**src/rtl/core/wme_pkg.sv**
```systemverilog
`timescale 1ns / 1ps

package wme_pkg;

    localparam int SAMPLE_W    = 16;
    localparam int COLUMN_W    = 12;
    localparam int COUNT_REG_W = 13;
    localparam int HALF_W      = 10;
    localparam int STRIDE_W    = 10;
    localparam int Y_W         = 11;
    localparam int CFG_INDEX_W = 3;
    localparam int CFG_DATA_W  = 24;
    localparam int PROD_W      = 27;
    localparam int ROW_SHIFT   = 15;

    localparam logic [CFG_INDEX_W-1:0] CFG_TOTAL_SAMPLES = 3'd0;
    localparam logic [CFG_INDEX_W-1:0] CFG_COLUMN_COUNT  = 3'd1;
    localparam logic [CFG_INDEX_W-1:0] CFG_HALF_HEIGHT   = 3'd2;
    localparam logic [CFG_INDEX_W-1:0] CFG_SAMPLE_STRIDE = 3'd3;

    localparam int RESET_TOTAL_SAMPLES = 48000;
    localparam logic [COUNT_REG_W-1:0] RESET_COLUMN_COUNT  = 13'd512;
    localparam logic [HALF_W-1:0]      RESET_HALF_HEIGHT   = 10'd25;
    localparam logic [STRIDE_W-1:0]    RESET_SAMPLE_STRIDE = 10'd100;

    localparam logic signed [SAMPLE_W-1:0] SAMPLE_MAX = 16'sh7FFF;
    localparam logic signed [SAMPLE_W-1:0] SAMPLE_MIN = -16'sh8000;
    localparam logic signed [PROD_W-1:0]   ROUND_BIAS = 27'sd32767;

    localparam int QUEUE_DEPTH = 4;
    localparam int QUEUE_PTR_W = 2;
    localparam int QUEUE_CNT_W = 3;

    typedef enum logic [1:0] {
        FS_START,
        FS_IDLE,
        FS_EVAL
    } front_state_t;

    typedef struct packed {
        logic [COLUMN_W-1:0]        column;
        logic signed [SAMPLE_W-1:0] min_val;
        logic signed [SAMPLE_W-1:0] max_val;
        logic                       last;
        logic                       err;
    } rec_t;

endpackage

```
**src/rtl/core/wme_divider.sv**
```systemverilog
`timescale 1ns / 1ps

module wme_divider #(
    parameter int N = 24
) (
    input  logic                               clk,
    input  logic                               rst_n,
    input  logic                               start,
    input  logic [N-1:0]                       dividend,
    input  logic [wme_pkg::COUNT_REG_W-1:0]    divisor,
    output logic                               busy,
    output logic [N-1:0]                       quotient,
    output logic [wme_pkg::COUNT_REG_W-1:0]    remainder
);

    localparam int CNT_W = $clog2(N + 1);
    localparam int RW    = wme_pkg::COUNT_REG_W;

    logic [N-1:0]   dq_reg, dq_next;
    logic [RW-1:0]  rem_reg, rem_next;
    logic [CNT_W-1:0] count_reg, count_next;
    logic [RW:0]    trial;
    logic           ge;

    assign trial = {rem_reg, dq_reg[N-1]};
    assign ge    = trial >= {1'b0, divisor};

    always_comb
    begin
        dq_next    = dq_reg;
        rem_next   = rem_reg;
        count_next = count_reg;
        if (start)
        begin
            dq_next    = dividend;
            rem_next   = '0;
            count_next = CNT_W'(N);
        end
        else if (count_reg != '0)
        begin
            dq_next    = {dq_reg[N-2:0], ge};
            rem_next   = ge ? RW'(trial - {1'b0, divisor}) : trial[RW-1:0];
            count_next = count_reg - CNT_W'(1);
        end
    end

    always_ff @(posedge clk or negedge rst_n)
    begin
        if (!rst_n)
        begin
            count_reg <= '0;
        end
        else
        begin
            count_reg <= count_next;
        end
    end

    always_ff @(posedge clk)
    begin
        dq_reg  <= dq_next;
        rem_reg <= rem_next;
    end

    assign busy      = count_reg != '0;
    assign quotient  = dq_reg;
    assign remainder = rem_reg;

endmodule

```
**src/rtl/core/wme_front.sv**
```systemverilog
`timescale 1ns / 1ps

module wme_front #(
    parameter int MAX_COLUMNS = 4096,
    parameter int COUNT_BITS  = 24
) (
    input  logic                                   clk,
    input  logic                                   rst_n,
    input  logic                                   restart,
    input  logic                                   div_ready,
    input  logic [COUNT_BITS-1:0]                  quotient,
    input  logic [wme_pkg::COUNT_REG_W-1:0]        remainder,
    input  logic [COUNT_BITS-1:0]                  total_samples,
    input  logic [wme_pkg::COUNT_REG_W-1:0]        column_count,
    input  logic [wme_pkg::STRIDE_W-1:0]           sample_stride,
    input  logic signed [wme_pkg::SAMPLE_W-1:0]    sample,
    input  logic                                   sample_valid,
    output logic                                   sample_stall,
    input  logic                                   space_ok,
    output logic                                   push,
    output wme_pkg::rec_t                          push_rec
);

    localparam int CW = wme_pkg::COUNT_REG_W;
    localparam int SW = wme_pkg::STRIDE_W;
    localparam logic [COUNT_BITS-1:0] IDX_ONE = COUNT_BITS'(1);

    wme_pkg::front_state_t state_reg, state_next;

    logic [COUNT_BITS-1:0] idx_reg, idx_next;
    logic [COUNT_BITS-1:0] end_reg, end_next;
    logic [CW-1:0]         col_reg, col_next;
    logic [CW-1:0]         rem_reg, rem_next;
    logic [SW-1:0]         stride_reg, stride_next;
    logic [1:0]            cnt_reg, cnt_next;
    logic signed [wme_pkg::SAMPLE_W-1:0] min_reg, min_next;
    logic signed [wme_pkg::SAMPLE_W-1:0] max_reg, max_next;
    logic signed [wme_pkg::SAMPLE_W-1:0] smp_reg, smp_next;

    logic                  bad;
    logic                  hit;
    logic                  pass_end;
    logic [CW:0]           col_inc;
    logic [CW:0]           rem_sum;
    logic                  carry;
    logic [COUNT_BITS-1:0] t_last;
    logic [COUNT_BITS-1:0] new_end;
    logic [COUNT_BITS-1:0] start_end;
    logic [SW:0]           stride_inc;
    logic [SW-1:0]         stride_eff;
    logic                  accept;

    assign bad = (total_samples == '0) || (column_count == '0)
              || (32'(column_count) > 32'(MAX_COLUMNS))
              || (32'(total_samples) < 32'(column_count));
    assign hit      = (idx_reg == end_reg) && (cnt_reg != 2'd2);
    assign col_inc  = {1'b0, col_reg} + (CW+1)'(1);
    assign pass_end = col_inc >= {1'b0, column_count};
    assign rem_sum  = {1'b0, rem_reg} + {1'b0, remainder};
    assign carry    = rem_sum >= {1'b0, column_count};
    assign t_last   = total_samples - IDX_ONE;
    assign new_end  = ((col_inc + (CW+1)'(1)) >= {1'b0, column_count}) ? t_last
                    : end_reg + quotient + COUNT_BITS'(carry);
    assign start_end = bad ? '0 : ((column_count == CW'(1)) ? t_last : quotient);
    assign stride_inc = {1'b0, stride_reg} + (SW+1)'(1);
    assign stride_eff = (sample_stride == '0) ? SW'(1) : sample_stride;
    assign accept     = (state_reg == wme_pkg::FS_IDLE) && space_ok && sample_valid;

    // next state
    always_comb
    begin
        state_next = state_reg;
        unique case (state_reg)
            wme_pkg::FS_START:
            begin
                if (div_ready)
                    state_next = wme_pkg::FS_IDLE;
            end
            wme_pkg::FS_IDLE:
            begin
                if (accept)
                    state_next = wme_pkg::FS_EVAL;
            end
            wme_pkg::FS_EVAL:
            begin
                if (bad || !hit || pass_end)
                    state_next = wme_pkg::FS_IDLE;
            end
            default:
                state_next = wme_pkg::FS_START;
        endcase
        if (restart)
            state_next = wme_pkg::FS_START;
    end

    // outputs and datapath
    always_comb
    begin
        idx_next    = idx_reg;
        end_next    = end_reg;
        col_next    = col_reg;
        rem_next    = rem_reg;
        stride_next = stride_reg;
        cnt_next    = cnt_reg;
        min_next    = min_reg;
        max_next    = max_reg;
        smp_next    = smp_reg;
        push        = 1'b0;
        push_rec    = '0;
        sample_stall = !((state_reg == wme_pkg::FS_IDLE) && space_ok);
        unique case (state_reg)
            wme_pkg::FS_START:
            begin
                if (div_ready)
                begin
                    idx_next    = '0;
                    col_next    = '0;
                    stride_next = '0;
                    min_next    = wme_pkg::SAMPLE_MAX;
                    max_next    = wme_pkg::SAMPLE_MIN;
                    end_next    = start_end;
                    rem_next    = bad ? '0 : remainder;
                end
            end
            wme_pkg::FS_IDLE:
            begin
                if (accept)
                begin
                    smp_next = sample;
                    cnt_next = 2'd0;
                end
            end
            wme_pkg::FS_EVAL:
            begin
                if (bad)
                begin
                    push          = 1'b1;
                    push_rec.last = 1'b1;
                    push_rec.err  = 1'b1;
                end
                else if (hit)
                begin
                    push             = 1'b1;
                    push_rec.column  = col_reg[wme_pkg::COLUMN_W-1:0];
                    push_rec.min_val = min_reg;
                    push_rec.max_val = max_reg;
                    push_rec.last    = pass_end || (cnt_reg == 2'd1) || (new_end != idx_reg);
                    min_next         = wme_pkg::SAMPLE_MAX;
                    max_next         = wme_pkg::SAMPLE_MIN;
                    stride_next      = '0;
                    if (pass_end)
                    begin
                        idx_next = '0;
                        col_next = '0;
                        end_next = start_end;
                        rem_next = remainder;
                    end
                    else
                    begin
                        col_next = col_inc[CW-1:0];
                        rem_next = carry ? CW'(rem_sum - {1'b0, column_count})
                                         : rem_sum[CW-1:0];
                        end_next = new_end;
                        cnt_next = cnt_reg + 2'd1;
                    end
                end
                else
                begin
                    if (idx_reg < end_reg)
                    begin
                        if (stride_reg == '0)
                        begin
                            if (smp_reg < min_reg)
                                min_next = smp_reg;
                            if (smp_reg > max_reg)
                                max_next = smp_reg;
                        end
                        stride_next = (stride_inc >= {1'b0, stride_eff}) ? '0
                                    : stride_inc[SW-1:0];
                    end
                    idx_next = idx_reg + IDX_ONE;
                end
            end
            default:
            begin
            end
        endcase
    end

    always_ff @(posedge clk or negedge rst_n)
    begin
        if (!rst_n)
        begin
            state_reg  <= wme_pkg::FS_START;
            idx_reg    <= '0;
            end_reg    <= '0;
            col_reg    <= '0;
            rem_reg    <= '0;
            stride_reg <= '0;
            cnt_reg    <= '0;
        end
        else
        begin
            state_reg  <= state_next;
            idx_reg    <= idx_next;
            end_reg    <= end_next;
            col_reg    <= col_next;
            rem_reg    <= rem_next;
            stride_reg <= stride_next;
            cnt_reg    <= cnt_next;
        end
    end

    always_ff @(posedge clk)
    begin
        min_reg <= min_next;
        max_reg <= max_next;
        smp_reg <= smp_next;
    end

endmodule

```
**src/rtl/core/wme_queue.sv**
```systemverilog
`timescale 1ns / 1ps

module wme_queue (
    input  logic          clk,
    input  logic          rst_n,
    input  logic          push,
    input  wme_pkg::rec_t push_rec,
    input  logic          pop,
    output logic          head_valid,
    output wme_pkg::rec_t head_rec,
    output logic          space_ok
);

    localparam int PW = wme_pkg::QUEUE_PTR_W;
    localparam int NW = wme_pkg::QUEUE_CNT_W;

    wme_pkg::rec_t entry_reg [wme_pkg::QUEUE_DEPTH];
    logic [PW-1:0] wr_ptr_reg, wr_ptr_next;
    logic [PW-1:0] rd_ptr_reg, rd_ptr_next;
    logic [NW-1:0] count_reg, count_next;
    logic          do_pop;

    assign head_valid = count_reg != '0;
    assign head_rec   = entry_reg[rd_ptr_reg];
    assign space_ok   = count_reg <= NW'(wme_pkg::QUEUE_DEPTH - 2);
    assign do_pop     = pop && head_valid;

    always_comb
    begin
        wr_ptr_next = push ? wr_ptr_reg + PW'(1) : wr_ptr_reg;
        rd_ptr_next = do_pop ? rd_ptr_reg + PW'(1) : rd_ptr_reg;
        count_next  = count_reg + NW'(push) - NW'(do_pop);
    end

    always_ff @(posedge clk or negedge rst_n)
    begin
        if (!rst_n)
        begin
            wr_ptr_reg <= '0;
            rd_ptr_reg <= '0;
            count_reg  <= '0;
        end
        else
        begin
            wr_ptr_reg <= wr_ptr_next;
            rd_ptr_reg <= rd_ptr_next;
            count_reg  <= count_next;
        end
    end

    always_ff @(posedge clk)
    begin
        if (push)
            entry_reg[wr_ptr_reg] <= push_rec;
    end

endmodule

```
**src/rtl/core/wme_back.sv**
```systemverilog
`timescale 1ns / 1ps

module wme_back (
    input  logic                            clk,
    input  logic                            rst_n,
    input  logic [wme_pkg::HALF_W-1:0]      half_height,
    input  logic                            head_valid,
    input  wme_pkg::rec_t                   head_rec,
    output logic                            pop,
    output logic                            result_valid,
    input  logic                            result_stall,
    output logic [wme_pkg::COLUMN_W-1:0]    column,
    output logic [wme_pkg::Y_W-1:0]         y_min,
    output logic [wme_pkg::Y_W-1:0]         y_max,
    output logic                            last,
    output logic                            config_error
);

    localparam int PW = wme_pkg::PROD_W;
    localparam int YW = wme_pkg::Y_W;

    logic                    s1_valid_reg, s1_valid_next;
    logic signed [PW-1:0]    pmin_reg, pmax_reg;
    logic [wme_pkg::COLUMN_W-1:0] s1_col_reg;
    logic                    s1_last_reg, s1_err_reg;
    logic                    out_valid_reg, out_valid_next;
    logic [wme_pkg::COLUMN_W-1:0] col_reg;
    logic [YW-1:0]           ymin_reg, ymax_reg;
    logic                    last_reg, err_reg;
    logic                    out_free, s1_free;
    logic signed [PW-1:0]    h_s;

    function automatic logic [YW-1:0] scale_row(
        input logic signed [PW-1:0] prod,
        input logic [wme_pkg::HALF_W-1:0] h
    );
        logic signed [PW-1:0] adj;
        logic signed [PW-1:0] q;
        adj = prod + (prod[PW-1] ? wme_pkg::ROUND_BIAS : '0);
        q   = adj >>> wme_pkg::ROW_SHIFT;
        return YW'(h) - q[YW-1:0];
    endfunction

    assign h_s      = PW'($signed({1'b0, half_height}));
    assign out_free = !out_valid_reg || !result_stall;
    assign s1_free  = !s1_valid_reg || out_free;
    assign pop      = head_valid && s1_free;

    always_comb
    begin
        s1_valid_next  = s1_free ? head_valid : s1_valid_reg;
        out_valid_next = out_free ? s1_valid_reg : out_valid_reg;
    end

    always_ff @(posedge clk or negedge rst_n)
    begin
        if (!rst_n)
        begin
            s1_valid_reg  <= 1'b0;
            out_valid_reg <= 1'b0;
        end
        else
        begin
            s1_valid_reg  <= s1_valid_next;
            out_valid_reg <= out_valid_next;
        end
    end

    // scaling products
    always_ff @(posedge clk)
    begin
        if (pop)
        begin
            pmin_reg    <= PW'(head_rec.min_val) * h_s;
            pmax_reg    <= PW'(head_rec.max_val) * h_s;
            s1_col_reg  <= head_rec.column;
            s1_last_reg <= head_rec.last;
            s1_err_reg  <= head_rec.err;
        end
    end

    always_ff @(posedge clk)
    begin
        if (out_free && s1_valid_reg)
        begin
            col_reg  <= s1_col_reg;
            ymin_reg <= s1_err_reg ? '0 : scale_row(pmin_reg, half_height);
            ymax_reg <= s1_err_reg ? '0 : scale_row(pmax_reg, half_height);
            last_reg <= s1_last_reg;
            err_reg  <= s1_err_reg;
        end
    end

    assign result_valid = out_valid_reg;
    assign column       = col_reg;
    assign y_min        = ymin_reg;
    assign y_max        = ymax_reg;
    assign last         = last_reg;
    assign config_error = err_reg;

endmodule

```
**src/rtl/core/waveform_min_max_envelope.sv**
```systemverilog
`timescale 1ns / 1ps

// Min/max envelope for a waveform overview: each pass of total_samples audio samples is cut
// into column_count buckets and every closed bucket yields its column with the pixel rows of
// its minimum and maximum. A sample is accepted and then evaluated in the front sequencer:
// one step for each bucket that closes inside the pass, at most two, and a final step that
// folds the sample in, ends the pass or, when the configuration is unusable, reports the
// error. The front sequencer handles one step per cycle and holds sample_stall high while
// it is not idle or while the result queue has fewer than two free entries. After reset and
// after every write to a configuration register a restoring divider works out total_samples /
// column_count one bit a cycle, and the next sample is taken only once it is done. Results
// leave through a four-entry queue and a two-stage scaling pipeline (multiply, then row
// offset), so the output side may stall without losing a beat.
module waveform_min_max_envelope #(
    parameter int MAX_COLUMNS = 4096,
    parameter int COUNT_BITS  = 24
) (
    input  logic                                    clk,
    input  logic                                    rst_n,
    input  logic                                    cfg_valid,
    output logic                                    cfg_ready,
    input  logic [wme_pkg::CFG_INDEX_W-1:0]         cfg_index,
    input  logic [wme_pkg::CFG_DATA_W-1:0]          cfg_data,
    input  logic                                    sample_valid,
    output logic                                    sample_stall,
    input  logic signed [wme_pkg::SAMPLE_W-1:0]     sample,
    output logic                                    result_valid,
    input  logic                                    result_stall,
    output logic [wme_pkg::COLUMN_W-1:0]            column,
    output logic [wme_pkg::Y_W-1:0]                 y_min,
    output logic [wme_pkg::Y_W-1:0]                 y_max,
    output logic                                    last,
    output logic                                    config_error
);

    localparam int CW = wme_pkg::COUNT_REG_W;

    logic [COUNT_BITS-1:0]          total_reg;
    logic [CW-1:0]                  cols_reg;
    logic [wme_pkg::HALF_W-1:0]     half_reg;
    logic [wme_pkg::STRIDE_W-1:0]   stride_reg;
    logic                           div_start_reg;
    logic                           restart;
    logic                           cfg_write;
    logic                           div_busy;
    logic                           div_ready;
    logic [COUNT_BITS-1:0]          quotient;
    logic [CW-1:0]                  remainder;
    logic                           space_ok;
    logic                           push;
    wme_pkg::rec_t                  push_rec;
    logic                           pop;
    logic                           head_valid;
    wme_pkg::rec_t                  head_rec;

    assign cfg_ready = 1'b1;
    assign cfg_write = cfg_valid && cfg_ready;
    assign div_ready = !div_busy && !div_start_reg;

    always_comb
    begin
        restart = 1'b0;
        if (cfg_write)
        begin
            unique case (cfg_index)
                wme_pkg::CFG_TOTAL_SAMPLES,
                wme_pkg::CFG_COLUMN_COUNT,
                wme_pkg::CFG_HALF_HEIGHT,
                wme_pkg::CFG_SAMPLE_STRIDE: restart = 1'b1;
                default:                    restart = 1'b0;
            endcase
        end
    end

    always_ff @(posedge clk or negedge rst_n)
    begin
        if (!rst_n)
        begin
            total_reg     <= COUNT_BITS'(wme_pkg::RESET_TOTAL_SAMPLES);
            cols_reg      <= wme_pkg::RESET_COLUMN_COUNT;
            half_reg      <= wme_pkg::RESET_HALF_HEIGHT;
            stride_reg    <= wme_pkg::RESET_SAMPLE_STRIDE;
            div_start_reg <= 1'b1;
        end
        else
        begin
            div_start_reg <= restart;
            if (cfg_write)
            begin
                unique case (cfg_index)
                    wme_pkg::CFG_TOTAL_SAMPLES: total_reg  <= COUNT_BITS'(cfg_data);
                    wme_pkg::CFG_COLUMN_COUNT:  cols_reg   <= cfg_data[CW-1:0];
                    wme_pkg::CFG_HALF_HEIGHT:   half_reg   <= cfg_data[wme_pkg::HALF_W-1:0];
                    wme_pkg::CFG_SAMPLE_STRIDE: stride_reg <= cfg_data[wme_pkg::STRIDE_W-1:0];
                    default:
                    begin
                    end
                endcase
            end
        end
    end

    wme_divider #(
        .N(COUNT_BITS)
    ) u_divider (
        .clk       (clk),
        .rst_n     (rst_n),
        .start     (div_start_reg),
        .dividend  (total_reg),
        .divisor   (cols_reg),
        .busy      (div_busy),
        .quotient  (quotient),
        .remainder (remainder)
    );

    wme_front #(
        .MAX_COLUMNS (MAX_COLUMNS),
        .COUNT_BITS  (COUNT_BITS)
    ) u_front (
        .clk           (clk),
        .rst_n         (rst_n),
        .restart       (restart),
        .div_ready     (div_ready),
        .quotient      (quotient),
        .remainder     (remainder),
        .total_samples (total_reg),
        .column_count  (cols_reg),
        .sample_stride (stride_reg),
        .sample        (sample),
        .sample_valid  (sample_valid),
        .sample_stall  (sample_stall),
        .space_ok      (space_ok),
        .push          (push),
        .push_rec      (push_rec)
    );

    wme_queue u_queue (
        .clk        (clk),
        .rst_n      (rst_n),
        .push       (push),
        .push_rec   (push_rec),
        .pop        (pop),
        .head_valid (head_valid),
        .head_rec   (head_rec),
        .space_ok   (space_ok)
    );

    wme_back u_back (
        .clk          (clk),
        .rst_n        (rst_n),
        .half_height  (half_reg),
        .head_valid   (head_valid),
        .head_rec     (head_rec),
        .pop          (pop),
        .result_valid (result_valid),
        .result_stall (result_stall),
        .column       (column),
        .y_min        (y_min),
        .y_max        (y_max),
        .last         (last),
        .config_error (config_error)
    );

endmodule
```
**config.mk**
```make
export PLATFORM = sky130hd
export DESIGN_NAME = waveform_min_max_envelope
export DESIGN_NICKNAME = d
export VERILOG_FILES = /design/src/rtl/core/wme_pkg.sv /design/src/rtl/core/wme_divider.sv /design/src/rtl/core/wme_front.sv /design/src/rtl/core/wme_queue.sv /design/src/rtl/core/wme_back.sv /design/src/rtl/core/waveform_min_max_envelope.sv
export SDC_FILE = /design/constraint.sdc
export NUM_CORES = 2
export LEC_CHECK = 0
export BUFFER_PORTS_ARGS = -buffer_cell sky130_fd_sc_hd__buf_2
export CORE_UTILIZATION = 62
export DETAILED_ROUTE_END_ITERATION = 8
export HOLD_SLACK_MARGIN = 0.02
export PLACE_DENSITY = 0.85
export SETUP_SLACK_MARGIN = 0.4
export SYNTH_ARGS = -nofsm -noshare
export SYNTH_HDL_FRONTEND = slang
export SYNTH_SLANG_ARGS = --single-unit
```
**constraint.sdc**
```tcl
create_clock -name clk -period 9.4 [get_ports clk]
set_clock_uncertainty 0.15 [all_clocks]
set_input_delay 1.41 -clock clk [delete_from_list [all_inputs] [get_ports clk]]
set_output_delay 1.41 -clock clk [all_outputs]
set_load 0.05 [all_outputs]
```
## Word level (Yosys, flattened, before mapping)

Memory sizes are Yosys's and may differ from the RTL's.
Index checks and enable logic that the tools add are counted.

- Output and inout bits: 39
- Memories: 1
- RAM bits: 184
- Register bits: 349
- Logic and storage cells: 212

Memories:

| name | depth | width | read ports | clocked after memory_dff | write ports | RTL line | text |
|---|---|---|---|---|---|---|---|
| u_queue.entry_reg | 4 | 46 | 1 | 0 | 1 | wme_queue.sv:17 | `wme_pkg::rec_t entry_reg [wme_pkg::QUEUE_DEPTH];` |

- $mul: 2
- Add/sub/neg operators: 20
- Mux-type cells: 75
- Reductions and logical operators: 47
- Equality and inequality tests: 23
- Magnitude comparators: 11

Operator list:

| kind | count |
|---|---|
| $mux W24 | 13 |
| $mux W16 | 12 |
| $mux W13 | 11 |
| $pmux W24 S2 | 2 |
| $pmux W16 S2 | 2 |
| $mux W10 | 6 |
| $ge A14 B13 Y1 | 4 |
| $mul A16 B11 Y27 | 2 |
| $add A26 B26 Y26 | 2 |
| $pmux W13 S2 | 2 |
| $mux W46 | 1 |
| $mux W45 | 1 |
| $mux W44 | 1 |
| $mux W15 | 2 |
| $sub A13 B13 Y13 | 2 |
| $add A24 B1 Y24 | 1 |
| $add A24 B1 Y24 const B | 1 |
| $add A24 B24 Y24 | 1 |
| $eq A24 B24 Y1 | 1 |
| $logic_not A24 Y1 | 1 |
| $lt A24 B13 Y1 | 1 |
| $lt A24 B24 Y1 | 1 |
| $ne A24 B24 Y1 | 1 |
| $sub A24 B1 Y24 const B | 1 |
| other kinds (46) | 106 |

## Depth between registers and ports, before layout

- Depth in word-level cells: 9
- Depth in mapped cells: 30
- Gate-level depth less buffers: 30

## By module

From an unflattened synthesis, not the netlist that was laid out.

- Cells, all modules: 4067
- Area total of the unflattened synthesis: 42635.9 µm²

Modules (own cells, without submodules):

| module | sequential area each (µm²) | cells an instance | times used | area an instance (µm²) |
|---|---|---|---|---|
| wme_back | 3173.0 | 1812 | 1 | 17411.7 |
| wme_front | 3643.5 | 1603 | 1 | 13334.0 |
| wme_queue | 5700.5 | 277 | 1 | 7046.8 |
| wme_divider | 1106.1 | 247 | 1 | 2611.3 |
| waveform_min_max_envelope | 1470.2 | 128 | 1 | 2232.1 |

## Least setup slack after synthesis

Ideal clock, no wire load.

- Path type: reg-to-reg
- From: register u_queue.rd_ptr_reg[0]
- To: register u_back.pmin_reg[26] (data pin)
- Data required time: 8.990 ns
- Slack: 1.937 ns
- Cell stages (with the launch flop): 25
- Clock period less this slack: 7.463 ns
- Data arrival time: 7.053 ns
- Buffers on the path: 3
- Path through: dfrtp_1 -> clkbuf_1 -> buf_1 -> buf_1 -> mux4_2 -> and2_1 -> fa_1 -> fa_1 -> inv_1 -> fa_1 -> inv_1 -> fa_1 -> inv_1 -> fa_1 -> inv_1 -> ha_1 -> a21o_1 -> o311ai_0 -> nand2_1 -> o21ai_0 -> o21ai_0 -> or4_1 -> a31oi_1 -> o21ai_0 -> xnor2_1

- Longest elaborated chain between the ends: 2

Ends and longest elaborated chain:

| element | RTL line | text |
|---|---|---|
| start, declared | wme_queue.sv:19 | `logic [PW-1:0] rd_ptr_reg, rd_ptr_next;` |
| start signal, assigned | wme_queue.sv:46 | `rd_ptr_reg <= rd_ptr_next;` |
| $mem_v2 Z4 W46 | -- |  |
| $mul A16 B11 Y27 | wme_back.sv:74 | `pmin_reg <= PW'(head_rec.min_val) * h_s;` |
| end signal, assigned | wme_back.sv:74 |  |
| end, declared | wme_back.sv:23 | `logic signed [PW-1:0] pmin_reg, pmax_reg;` |

Every way passes these cells.
A chain may end at the register's enable or synchronous reset.

==> flow_summary.yaml <==
floorplanning:
  fp.dieArea_um2: 67800
  placementRows: 94
  die_w_um: 260
  die_h_um: 260
  ios: 87
  start_util: 0.628
  coreArea_um2: 65900
clock_tree:
  root_buffer: "clkbuf_16"
  cts.sinks: 533
  holdBufCountCts: 0
  cts_max_level: 2
  cts.clk_slew.worst_paths_ps: 60
  cts_tree: "built"
  clock_path_buffers: 3
  cts_setup_buffers: 0
  post_cts_resize_count: 0
  cts_buffers: 56
  clk_latency_ps: 650
worst_setup_path:
  cp-startpoint: "u_divider.remainder[1]"
  cp-start-kind: "flip-flop"
  cp_slowest_cell: "nor4_1"
  rrSetupSlack_ps: 1210
  crit_arrival_ps: 8400
  r2r-end: "u_queue.entry_reg[1][1]"
  worstPathRequired_ps: 9610
  cp_max_fo: 15
  worst-r2r-cell-count: 30
  r2r_start: "u_divider.remainder[1]"
  critPathKind: "reg2reg"
  cp_slowest_stage_delay_ps: 600
  end_kind: "flip-flop"
timing:
  hold_viol_final: 0
  tns_ps: 0
  rsz0062_at_grt: "false"
  fin_ws_ps: 1210
  finalMaxSlewViolations: 0
  finalSetupViolations: 0
  fmax_mhz: 122
  relSlewSlack: 0.0227
  fin_crit_sh: 0.871
  tightest_slew_ps: 1460
  period_needed_ps: 8190
global_route:
  grt_max_degree: 95
  antenna_found_initial: 1
  grt_pass1_wl_um: 158000
  overflow: 0
  grt_pass1_vias: 30160
  grt_usage: 0.298
final_layout:
  finalInstanceArea_um2: 44600
  drive_gt1_frac: 0.0976
  fin_nets: 4605
  final_common_cell: "inv_1"
  syn2layout_area_growth_pct: 7.88
  largest_register_ffs: 184
  final_cell_mix: "inv_1, edfxtp_1, ha_1"
  antennaDiodeCount: 0
logic_synthesis:
  synthCells: 3853
  synth_edf_count: 360
  synth_seq_cells: 533
  synth_ff_type: "edfxtp_1"
  syn_nets: 4550
  yosys_warnings: 0
  avgSynthCellArea_um2: 10.7
  seq_area_frac_synth: 0.365
  ys_types: 85
  ys_async_sr_fraction: 0.300
  netlist_area_um2: 41400
place:
  hpwl_um: 70900
  dpl_cell_area_um2: 42700
  port_buffers: 85
  gp_congestion: 0.935
  dp_slack_ps: 1290
routing:
  via_per_inst: 6.11
  drt.antenna.violating_nets: 0
  vias: 29474
  drc: 0
  drt_wl_total_um: 98100
  first_pass_iters: 7
  drtIter0Drc: 2556
  routedWlPerCell_um: 20.4
worst_hold_path:
  min_from: "u_back.s1_last_reg"
  holdPathStages: 0
  hp-class: "reg2reg"
  holdPathEnd: "u_back.last"
run_status:
  status: "finished, final reports clean"
job:
  maxCapViolations: 0
==> cells in the mapped netlist (70+ instances only) <==
master	n	area, um2
and2_1	239	1500
nor2_1	192	721
mux2_2	70	788
clkbuf_1	102	383
edfxtp_1	360	10800
xor2_1	88	771
nand2_1	295	1110
ha_1	351	4390
dfrtp_1	145	3630
a21oi_1	147	736
o21ai_0	138	691
xnor2_1	129	1130
a21o_1	88	661
fa_1	298	5970
inv_1	483	1810
==> through the flow <==
step	instances	utilization	hold WS (ps)
2_1_floorplan	3853	-	250
3_3_place_gp	4714	0.649	252
3_5_place_dp	4714	0.649	255
4_1_cts	4820	0.678	268
5_1_grt	4820	0.678	274
6_report	4820	0.678	266
==> worst max-delay path: cells and delay by family, from the launching register on <==
| kind | cells | cell delay, ps |
|---|---|---|
| and+or+nand+nor | 5 | 1250 |
| xor gates and xnor gates | 2 | 380 |
| muxes | 1 | 270 |
| adders and majority gates | 4 | 1480 |
| buffers and inverters | 3 | 480 |
| DFF | 1 | 450 |
| AOI/OAI and AO/OA | 15 | 3430 |
==> kinds of logic (layout without fill, tap and decap cells) <==
kind of cell	after synthesis	in the layout	synth area share
AOI/OAI and AO/OA	604	604	0.0954
xor gates and xnor gates	218	218	0.0465
adders and majority gates	649	649	0.250
buffers and inverters	610	713	0.0562
DFF	533	533	0.365
muxes	152	152	0.0528
other	1	1	0.0000906
and+or+nand+nor	1086	1086	0.134
==> layout make-up <==
type,instances,area [um2]
multi-input cells,2710,24000
inverters,483,1810
repair buffers,124,724
clock buffers,66,1480
clock inverters,40,433
flip-flops and latches,533,15100
well taps,864,1080
fillers,4715,21200
==> per-layer routing <==
| metal | track usage | wire length, um | vias up |
|---|---|---|---|
| li1 | - | - | 13408 |
| met3 | 0.0527 | 8230 | 258 |
| met4 | 0.128 | 4160 | 0 |
| met1 | 0.386 | 39000 | 14516 |
| met5 | 0 | 0 | - |
| met2 | 0.493 | 46800 | 1292 |
==> worst max path at each step <==
stage | to | depth (start not counted)
6_report | u_queue.entry_reg[1][1] | 30
3_5_place_dp | u_queue.entry_reg[0][1] | 30
3_3_place_gp | u_queue.entry_reg[0][1] | 30
4_1_cts | u_queue.entry_reg[1][1] | 30
2_1_floorplan | u_back.pmin_reg[26] | 24
5_1_grt | u_queue.entry_reg[1][1] | 30
Power is left out: the tool's default activity adds up to more than one toggle a clock period on the data nets, which glitch-free logic cannot reach.
